--- src/hdl/positional_ordered_list_core_assert.svh ---
// ---------------------------------------------------------------------------
// Positional ordered list core - assertion macros
// Concurrent check macros, clocked on i_clk and disabled in reset.
// ---------------------------------------------------------------------------
`ifndef POSITIONAL_ORDERED_LIST_CORE_ASSERT_SVH
`define POSITIONAL_ORDERED_LIST_CORE_ASSERT_SVH

// same-cycle implication
`define POLC_ASSERT_IMP(lbl, ante, cons) \
    lbl: assert property (@(posedge i_clk) disable iff (!i_rst_n) (ante) |-> (cons)) \
        else $error("same-cycle check failed");

// next-cycle implication
`define POLC_ASSERT_NXT(lbl, ante, cons) \
    lbl: assert property (@(posedge i_clk) disable iff (!i_rst_n) (ante) |=> (cons)) \
        else $error("next-cycle check failed");

`endif

--- src/hdl/pol_pkg.sv ---
// ---------------------------------------------------------------------------
// Positional ordered list package
// Sizes, opcodes, sequencer states and item types for the list core.
// ---------------------------------------------------------------------------
`default_nettype none

package pol_pkg;

    localparam int CAPACITY     = 64;
    localparam int PAYLOAD_BITS = 32;

    localparam int IDX_W  = $clog2(CAPACITY);
    localparam int CNT_W  = $clog2(CAPACITY + 1);
    localparam int POS_W  = 7;
    localparam int CMP_W  = ((CNT_W > POS_W) ? CNT_W : POS_W) + 1;
    localparam int CODE_W = 32;
    localparam int DATA_W = CODE_W + PAYLOAD_BITS;

    typedef enum logic [1:0] {
        OP_INSERT = 2'd0,
        OP_REMOVE = 2'd1,
        OP_FIND   = 2'd2,
        OP_READ   = 2'd3
    } t_op;

    typedef enum logic [2:0] {
        S_IDLE,
        S_SHIFT,
        S_PUT,
        S_SCAN,
        S_DONE
    } t_state;

    typedef struct packed {
        logic [1:0]         opcode;
        logic [POS_W-1:0]   position;
        logic signed [31:0] record_code;
        logic [31:0]        record_payload;
    } t_cmd;

    typedef struct packed {
        logic               ok;
        logic [POS_W-1:0]   found_position;
        logic signed [31:0] read_code;
        logic [31:0]        read_payload;
        logic [POS_W-1:0]   list_length;
        logic               is_empty;
    } t_res;

endpackage

`default_nettype wire

--- src/hdl/pol_ram.sv ---
// ---------------------------------------------------------------------------
// Positional ordered list record RAM
// Simple dual-port RAM: one write port, one registered read port.
// ---------------------------------------------------------------------------
`default_nettype none

module pol_ram #(
    parameter int WIDTH = 64,
    parameter int DEPTH = 64
) (
    input  wire logic                     i_clk,
    input  wire logic                     i_we,
    input  wire logic [$clog2(DEPTH)-1:0] i_waddr,
    input  wire logic [WIDTH-1:0]         i_wdata,
    input  wire logic                     i_re,
    input  wire logic [$clog2(DEPTH)-1:0] i_raddr,
    output logic [WIDTH-1:0]              o_rdata
);

    logic [WIDTH-1:0] r_mem [DEPTH];

    always_ff @(posedge i_clk) begin
        if (i_we) begin
            r_mem[i_waddr] <= i_wdata;
        end
    end

    always_ff @(posedge i_clk) begin
        if (i_re) begin
            o_rdata <= r_mem[i_raddr];
        end
    end

endmodule

`default_nettype wire

--- src/hdl/positional_ordered_list_core.sv ---
// Insert (p = position) shifts the records from p on up by one, then writes the new one;
// remove shifts the records after p down by one; find scans from the head until a match
// or the end of the list; read fetches one record; a rejected item goes straight to done.
// One item at a time; the next item is accepted from the cycle after the strobe.
// Synchronous active-low reset empties the list; no clearing pass is needed.
// The result is held for the single cycle of o_done; the receiver cannot stall.
// ---------------------------------------------------------------------------
// Positional ordered list core
// Sequencer that shifts, scans and reads records through one dual-port RAM.
// ---------------------------------------------------------------------------
`default_nettype none

`include "positional_ordered_list_core_assert.svh"

module positional_ordered_list_core (
    input  wire logic         i_clk,
    input  wire logic         i_rst_n,
    input  wire logic         start,
    input  wire pol_pkg::t_cmd i_cmd,
    output logic              busy,
    output logic              o_done,
    output pol_pkg::t_res     o_result
);

    import pol_pkg::*;

    t_state                  r_state, n_state;
    t_op                     r_op;
    logic [CNT_W-1:0]        r_count;
    logic [CNT_W-1:0]        r_left;
    logic [IDX_W-1:0]        r_ridx;
    logic [IDX_W-1:0]        r_widx;
    logic [IDX_W-1:0]        r_pidx;
    logic                    r_pend;
    logic [CODE_W-1:0]       r_code;
    logic [PAYLOAD_BITS-1:0] r_pay;
    logic                    r_ok;
    logic [CNT_W-1:0]        r_found;
    logic [DATA_W-1:0]       r_rdata;

    logic                    accept;
    logic [CMP_W-1:0]        pos_c;
    logic [CMP_W-1:0]        cnt_c;
    logic                    ins_ok;
    logic                    pos_ok;
    logic                    issue;
    logic                    hit;
    logic                    ram_we;
    logic [IDX_W-1:0]        ram_waddr;
    logic [DATA_W-1:0]       ram_wdata;
    logic                    ram_re;
    logic [DATA_W-1:0]       ram_rdata;

    assign accept = start && !busy;
    assign pos_c  = CMP_W'(i_cmd.position);
    assign cnt_c  = CMP_W'(r_count);
    assign ins_ok = (pos_c != '0) && (pos_c <= cnt_c + 1'b1)
                    && (r_count < CNT_W'(CAPACITY));
    assign pos_ok = (pos_c != '0) && (pos_c <= cnt_c);
    assign issue  = (r_left != '0);
    assign hit    = r_pend && ((r_op == OP_READ)
                    || (ram_rdata[DATA_W-1:PAYLOAD_BITS] == r_code));

    pol_ram #(
        .WIDTH (DATA_W),
        .DEPTH (CAPACITY)
    ) u_ram (
        .i_clk   (i_clk),
        .i_we    (ram_we),
        .i_waddr (ram_waddr),
        .i_wdata (ram_wdata),
        .i_re    (ram_re),
        .i_raddr (r_ridx),
        .o_rdata (ram_rdata)
    );

    // next state
    always_comb begin
        n_state = r_state;
        unique case (r_state)
            S_IDLE: begin
                if (accept) begin
                    unique case (t_op'(i_cmd.opcode))
                        OP_INSERT: n_state = ins_ok ? S_SHIFT : S_DONE;
                        OP_REMOVE: n_state = pos_ok ? S_SHIFT : S_DONE;
                        OP_FIND:   n_state = S_SCAN;
                        OP_READ:   n_state = pos_ok ? S_SCAN : S_DONE;
                    endcase
                end
            end
            S_SHIFT: begin
                if (!issue && !r_pend) begin
                    n_state = (r_op == OP_INSERT) ? S_PUT : S_DONE;
                end
            end
            S_PUT: n_state = S_DONE;
            S_SCAN: begin
                if (hit || (!issue && !r_pend)) begin
                    n_state = S_DONE;
                end
            end
            S_DONE: n_state = S_IDLE;
            default: n_state = S_IDLE;
        endcase
    end

    // outputs and RAM control
    always_comb begin
        busy      = (r_state != S_IDLE);
        o_done    = (r_state == S_DONE);
        ram_we    = 1'b0;
        ram_waddr = r_widx;
        ram_wdata = ram_rdata;
        ram_re    = 1'b0;
        unique case (r_state)
            S_SHIFT: begin
                ram_we = r_pend;
                ram_re = issue;
            end
            S_PUT: begin
                ram_we    = 1'b1;
                ram_waddr = r_pidx;
                ram_wdata = {r_code, r_pay};
            end
            S_SCAN: ram_re = issue;
            S_IDLE, S_DONE: ;
            default: ;
        endcase
    end

    always_comb begin
        o_result.ok             = r_ok;
        o_result.found_position = POS_W'(r_found);
        o_result.read_code      = r_rdata[DATA_W-1:PAYLOAD_BITS];
        o_result.read_payload   = 32'(r_rdata[PAYLOAD_BITS-1:0]);
        o_result.list_length    = POS_W'(r_count);
        o_result.is_empty       = (r_count == '0);
    end

    // control state
    always_ff @(posedge i_clk) begin
        if (!i_rst_n) begin
            r_state <= S_IDLE;
            r_count <= '0;
            r_pend  <= 1'b0;
            r_left  <= '0;
        end else begin
            r_state <= n_state;
            if (accept) begin
                r_pend <= 1'b0;
                unique case (t_op'(i_cmd.opcode))
                    OP_INSERT: r_left <= CNT_W'(cnt_c - pos_c + 1'b1);
                    OP_REMOVE: r_left <= CNT_W'(cnt_c - pos_c);
                    OP_FIND:   r_left <= r_count;
                    OP_READ:   r_left <= CNT_W'(1);
                endcase
            end else if (r_state == S_SHIFT || r_state == S_SCAN) begin
                r_pend <= issue;
                if (issue) begin
                    r_left <= r_left - 1'b1;
                end
            end
            if (r_state == S_PUT) begin
                r_count <= r_count + 1'b1;
            end else if (r_state == S_SHIFT && r_op == OP_REMOVE && !issue && !r_pend) begin
                r_count <= r_count - 1'b1;
            end
        end
    end

    // datapath
    always_ff @(posedge i_clk) begin
        if (accept) begin
            r_op    <= t_op'(i_cmd.opcode);
            r_code  <= i_cmd.record_code;
            r_pay   <= PAYLOAD_BITS'(i_cmd.record_payload);
            r_pidx  <= IDX_W'(pos_c - 1'b1);
            r_ok    <= 1'b0;
            r_found <= '0;
            r_rdata <= '0;
            unique case (t_op'(i_cmd.opcode))
                OP_INSERT: r_ridx <= IDX_W'(cnt_c - 1'b1);
                OP_REMOVE: r_ridx <= IDX_W'(pos_c);
                OP_FIND:   r_ridx <= '0;
                OP_READ:   r_ridx <= IDX_W'(pos_c - 1'b1);
            endcase
        end else begin
            if ((r_state == S_SHIFT || r_state == S_SCAN) && issue) begin
                unique case (r_op)
                    OP_INSERT: begin
                        r_ridx <= r_ridx - 1'b1;
                        r_widx <= r_ridx + 1'b1;
                    end
                    OP_REMOVE: begin
                        r_ridx <= r_ridx + 1'b1;
                        r_widx <= r_ridx - 1'b1;
                    end
                    OP_FIND, OP_READ: begin
                        r_ridx <= r_ridx + 1'b1;
                        r_widx <= r_ridx;
                    end
                endcase
            end
            if (r_state == S_PUT) begin
                r_ok <= 1'b1;
            end else if (r_state == S_SHIFT && r_op == OP_REMOVE && !issue && !r_pend) begin
                r_ok <= 1'b1;
            end else if (r_state == S_SCAN && hit) begin
                r_ok <= 1'b1;
                if (r_op == OP_FIND) begin
                    r_found <= CNT_W'(r_widx) + 1'b1;
                end else begin
                    r_rdata <= ram_rdata;
                end
            end
        end
    end

    `POLC_ASSERT_IMP(a_count_max, 1'b1, r_count <= CNT_W'(CAPACITY))
    `POLC_ASSERT_NXT(a_accept_busy, start && !busy, busy)
    `POLC_ASSERT_NXT(a_done_idle, o_done, !busy)
    `POLC_ASSERT_NXT(a_put_grows, r_state == S_PUT, r_count == $past(r_count) + 1'b1)
    `POLC_ASSERT_IMP(a_scan_no_write, r_state == S_SCAN, !ram_we)

endmodule

`default_nettype wire
--- config.mk ---
export PLATFORM = sky130hd
export DESIGN_NAME = positional_ordered_list_core
export DESIGN_NICKNAME = d
export VERILOG_FILES = /design/src/hdl/pol_pkg.sv /design/src/hdl/pol_ram.sv /design/src/hdl/positional_ordered_list_core.sv
export VERILOG_INCLUDE_DIRS = /design/src /design/src/hdl
export SDC_FILE = /design/constraint.sdc
export NUM_CORES = 2
export LEC_CHECK = 0
export BUFFER_PORTS_ARGS = -buffer_cell sky130_fd_sc_hd__buf_2
export CAP_MARGIN = 20
export CORE_MARGIN = 2
export CORE_UTILIZATION = 55
export CTS_CLUSTER_DIAMETER = 40
export CTS_CLUSTER_SIZE = 30
export DETAILED_ROUTE_END_ITERATION = 10
export HOLD_SLACK_MARGIN = 0.05
export PLACE_DENSITY = 0.71
export SYNTH_ARGS = -nofsm -noshare
export SYNTH_HDL_FRONTEND = slang
export SYNTH_SLANG_ARGS = --single-unit
--- constraint.sdc ---
create_clock -name i_clk -period 6.3 [get_ports i_clk]
set_input_delay 0.63 -clock i_clk [delete_from_list [all_inputs] [get_ports i_clk]]
set_output_delay 0.63 -clock i_clk [all_outputs]
set_load 0.005 [all_outputs]
After elaboration in Yosys (flattened, before gate mapping)

Memory sizes are Yosys's and may differ from the RTL's. A register that Yosys moved wholly into a read port is not among the register bits.
Cells that the tools add are included.

Memories kept: 1
RAM bits: 4096
Latch bits: 0
Memory bits (read-only): 0
Flip-flop bits (word level): 174
Logic and storage cells: 114

Order comparisons: 3
Div/mod/pow operators: 0
Multipliers: 0
Equality and inequality tests: 14
Add/sub/neg operators: 11
Shift-type cells: 0
Bitwise gates (word level): 5
Muxes and demuxes: 29
Reductions and logical operators: 38

Memories:

| name        | words | width | rd ports | clocked after memory_dff | wr ports | line          | RTL |
|---|---|---|---|---|---|---|---|
| u_ram.r_mem | 64    | 64    | 1        | 1                        | 1        | pol_ram.sv:20 | `logic [WIDTH-1:0] r_mem [DEPTH];` |

Operator list:

| operator                                                           | count |
|---|---|
| 64-bit two-way mux                                                 | 1 |
| 7-bit two-way mux                                                  | 5 |
| 32-bit equality test                                               | 1 |
| 7-bit case mux with 4 select lines                                 | 1 |
| 3-bit case mux with 4 select lines                                 | 2 |
| 6-bit case mux with 4 select lines                                 | 1 |
| 3-bit two-way mux                                                  | 7 |
| 6-bit two-way mux                                                  | 3 |
| 6-bit case mux with 3 select lines                                 | 1 |
| 6-bit by 1-bit subtractor with 6-bit output, second input constant | 3 |
| 7-bit by 1-bit adder with 7-bit output, second input constant      | 2 |
| 7-bit by 1-bit subtractor with 7-bit output, second input constant | 2 |
| 6-bit case mux with 2 select lines                                 | 1 |
| 1-bit logical AND                                                  | 11 |
| 7-bit by 1-bit adder with 8-bit output, second input constant      | 1 |
| 2-bit equality test, second input constant                         | 4 |
| 7-bit by 8-bit <= comparator with 1-bit output                     | 1 |
| 4-bit AND reduction                                                | 2 |
| 2-bit nonzero test                                                 | 4 |
| 8-bit nonzero test                                                 | 1 |
| 6-bit by 1-bit adder with 7-bit output, second input constant      | 1 |
| 7-bit <= comparator                                                | 1 |
| 7-bit logical NOT                                                  | 1 |
| 7-bit < comparator, second input constant                          | 1 |
| other kinds (20)                                                   | 42 |

Logic depth before layout (Yosys ltp)

Depth in word-level cells: 8
Depth in mapped cells: 12
Gate-level depth less buffers: 10

Modules after synthesis

Synthesis repeated with hierarchy kept, for this count alone.

Cell total of the unflattened synthesis: 7656
Area total of the unflattened synthesis: 166971.4 um2

By module, submodules not included:

| module                       | times used | area an instance (um2) | cells an instance |
|---|---|---|---|
| pol_ram                      | 1          | 156989.3               | 6598 |
| positional_ordered_list_core | 1          | 9982.1                 | 1058 |

Least setup slack after synthesis

OpenSTA, ideal clock, no wires.

Kind: flip-flop to flip-flop
From: reg r_left[0]
To: reg r_left[0]
Library setup time: 0.138 ns
Clock period less this slack: 5.590 ns
Data required time: 6.162 ns
Data arrival time: 5.452 ns
Setup slack: 0.710 ns
Stages on the path, launching flop included: 9
Cell sequence: dfxtp_1 -> inv_1 -> ha_1 -> clkbuf_1 -> a31oi_1 -> or2_2 -> nand2_1 -> o21ai_0 -> a21boi_0

Word-level cells in the longest chain between the ends: 4
Elaborated cells on any way between the ends: 7

RTL lines:

| item                                        | line                                | RTL |
|---|---|---|
| from (decl)                                 | positional_ordered_list_core.sv:30  | `logic [CNT_W-1:0] r_left;` |
| from (signal assigned)                      | positional_ordered_list_core.sv:152 | `OP_INSERT: r_left <= CNT_W'(cnt_c - pos_c + 1'b1);` |
| from (signal assigned)                      | positional_ordered_list_core.sv:153 | `OP_REMOVE: r_left <= CNT_W'(cnt_c - pos_c);` |
| from (signal assigned)                      | positional_ordered_list_core.sv:154 | `OP_FIND: r_left <= r_count;` |
| 7-bit by 1-bit subtractor with 7-bit output | positional_ordered_list_core.sv:160 | `r_left <= r_left - 1'b1;` |
| 7-bit two-way mux                           | positional_ordered_list_core.sv:159 | `if (issue) begin` |
| 7-bit two-way mux                           | positional_ordered_list_core.sv:157 | `end else if (r_state == S_SHIFT \|\| r_state == S_SCAN) begin` |
| 7-bit two-way mux                           | positional_ordered_list_core.sv:149 | `if (accept) begin` |

Several ways; a longest one is shown, not always the timed one. The select of a mux whose other input is x is not followed.
A chain may end at the register's enable or synchronous reset.

Worst setup path in the final report

From: reg r_state[1]
To: mem u_ram.r_mem[52][22] (enable)

Word-level cells in the longest chain between the ends: 4
Elaborated cells on any way between the ends: 6

RTL lines:

| item                                                                                                             | line                                | RTL |
|---|---|---|
| from (decl)                                                                                                      | positional_ordered_list_core.sv:27  | `t_state r_state, n_state;` |
| from (signal assigned)                                                                                           | positional_ordered_list_core.sv:148 | `r_state <= n_state;` |
| 3-bit by 2-bit equality test with 1-bit output or 3-bit by 1-bit equality test with 1-bit output (tied branches) | positional_ordered_list_core.sv:115 | `unique case (r_state)` |
| 1-bit case mux with 2 select lines                                                                               | positional_ordered_list_core.sv:115 |  |
| 1-bit two-way mux                                                                                                | pol_ram.sv:23                       | `if (i_we) begin` |
| 1-bit two-way mux (implied by the code)                                                                          | pol_ram.sv:24                       | `r_mem[i_waddr] <= i_wdata;` |
| to (decl)                                                                                                        | pol_ram.sv:20                       |  |

Several ways; a longest one is shown, not always the timed one.

==> metrics.csv <==
metric,value,unit
synth_top_family_by_area,multiplexers,
first_pass_iters,6,
final_cell_mix,"4244 x edfxtp_1, 1280 x mux4_2, 464 x clkbuf_16",
fp.dieW,553,um
worstHoldStart,i_cmd[66],
ios,158,
cp-startpoint,r_state[1],
crit_path_end_kind,flop,
stdcell_count,12100,
die_height,553,um
place_inst,11100,
vias,83100,
rows,201,
synth_area_per_cell,23.3,um^2
ys_ff_latch,4334,
synth_xor_area_frac,0.00385,
syn_to_final_growth,14.9,%
hpwl,246,mm
hold_path.class,primary input to flop,
grt_pass1_vias,82100,
post_cts_resized,0,
synthCells,7117,
cts-root-buf,clkbuf_16,
p_per_area,389,nW/um^2
htree_levels,5,
peakVddDrop,0.000288,V
grt_use_total,0.292,
initial_utilization,0.553,
rsz0062_at_grt,no,
setup_ws,1.41,ns
p_sw_frac,0.270,
finalHoldViolCount,0,
synthAdderAreaFrac,0.00243,
arrival,5.49,ns
yosys.area_share.simple,0.0154,
finalClockSkew,0.123,ns
gp_congestion,0.852,
worstSetupPathType,flop to flop,
synth_seq_area_share,0.779,
fin_crit,4.89,ns
place_ws,1.70,ns
internal_power,54200,uW
first_iter_violations,13000,
synth.distinct_cells,59,
clk_latency,1.04,ns
post_cts_buffers,0,
static-leakage-power,0.0601,uW
cts_buffers,462,
worstPathRequired,6.91,ns
via_per_inst,6.89,
status,"finished, final reports clean",
start_kind,flop,
maxCapViolations,0,
synthMuxAreaShare,0.175,
ys_async_sr_fraction,0,
synth_nets,7224,
yosys_warnings,0,
synth-edff-count,4244,
grt_overflow,0,
io_buffers,157,
wl,448,mm
drive_above_1_share,0.322,
synth_compound_area_frac,0.0142,
grt_max_degree,141,
r2r-start,r_state[1],
tightestPinTransition,1.38,ns
layout.nets,7786,
core_area,300000,um^2
switchingPower,20000,uW
wl_per_cell,37.1,um
crit_fanout,48,
syn_area,166000,um^2
pwr-share-seq,0.445,
pwr-share-comb,0.169,
floorplan.die_area,306000,um^2
hold-worst-slack,0.103,ns
clkSinkCount,4334,
antenna_left,0,
antenna_found_initial,21,
clk_pin_slew,0.06,ns
tns,0,ns
cts_tree,yes,
fin_crit_sh,0.776,
fmax,205,MHz
ys.flop_type,edfxtp_1,
cts.path.max_buffers,4,
clockPowerShare,0.386,
grt_pass1_wl,629,mm
fin_total_pwr,74200,uW
setup_viol,0,
max-slew-margin-rel,0.0775,
final_common_cell,edfxtp_1,
drc,0,
drv_slew,0,
[worst paths after layout]
path,to,slack [ns],cells after the start
max,u_ram.r_mem[52][22],1.41,8
min,r_pidx[2],0.10,2
max reg2reg,u_ram.r_mem[52][22],1.41,8
min reg2reg,r_rdata[47],0.47,2
[worst max-delay path, cell delays in order (launching register included)]
cell     delay (ns)
dfxtp_1        0.50
nor3b_2        0.26
buf_4          0.57
a31oi_1        0.42
nor3_1         0.70
nand2_1        0.44
nor2_4         0.20
buf_4          0.59
buf_4          0.68
[cells in the mapped netlist, drive strengths merged (5+ instances only)]
master,number,area [um^2]
a21oi,85,425
o31ai,5,37.5
buf,156,767
xor2,18,158
mux2i,18,180
o21ai,88,440
or3,6,37.5
mux4,1280,28800
and3,8,50.1
a22oi,135,1010
nand2b,10,62.6
xnor2,55,482
nor3,14,70.1
nor3b,6,45.0
inv,32,120
nand4,12,75.1
nor4,7,43.8
clkbuf,236,886
nand2,311,1170
o21a,10,75.1
nand3,81,405
dfxtp,90,1800
edfxtp,4244,127000
a31oi,10,62.6
ha,29,363
nor2b,15,93.8
nor2,99,372
[power groups by stage]
stage / clock network [uW] / logic (uW) / registers (uW)
after floorplan: 0 / 8000 / 33500
after global placement: 0 / 12200 / 33600
after detailed placement: 0 / 12400 / 33600
after CTS: 28800 / 12600 / 33000
after global routing: 30000 / 13100 / 33000
final: 28600 / 12600 / 33000
[layer usage]
| layer | wire [um] | GRT usage |
|---|---|---|
| met5 | 70 | 0 |
| met4 | 14800 | 0.0885 |
| met3 | 57700 | 0.0737 |
| met1 | 162000 | 0.413 |
| met2 | 213000 | 0.456 |
[layout make-up]
type	instances	area [um^2]
inverters	32	128
diodes	8	20.0
repair buffers	490	4440
fillers	18900	109000
clock buffers	491	11700
flip-flops and latches	4334	129000
clock inverters	384	4760
well taps	3958	4950
multi-input cells	2359	35500
[repair_timing]
item,CTS,global route
endpoints found under the setup margin,0,0
hold buffers,66,0
hold endpoints to repair,67,0
[registers in the layout, summed over array words and instances, names as in the netlist]
| name | cells |
|---|---|
| r_ok | 1 |
| u_ram.o_rdata | 64 |
| r_pend | 1 |
| r_widx | 6 |
| r_pay | 32 |
| r_count | 7 |
| r_left | 7 |
| u_ram.r_mem | 4096 |
| r_op | 2 |
| r_code | 32 |
| r_pidx | 6 |
| r_rdata | 64 |
| r_found | 7 |
| r_state | 3 |
| r_ridx | 6 |
[metrics by stage]
step / utilization / instance area (um^2)
6_report: 0.636 / 191000
5_1_grt: 0.636 / 191000
4_1_cts: 0.635 / 191000
3_5_place_dp: 0.578 / 174000
3_3_place_gp: 0.578 / 173000
2_1_floorplan: - / 166000
[cell families after synthesis]
group / Yosys count
adders and majority gates: 31
DFF: 4334
buffers and inverters: 424
muxes: 1300
AOI/OAI and AO/OA: 369
and+or+nand+nor: 586
xor gates and xnor gates: 73
(Power assumes the default switching activity.)
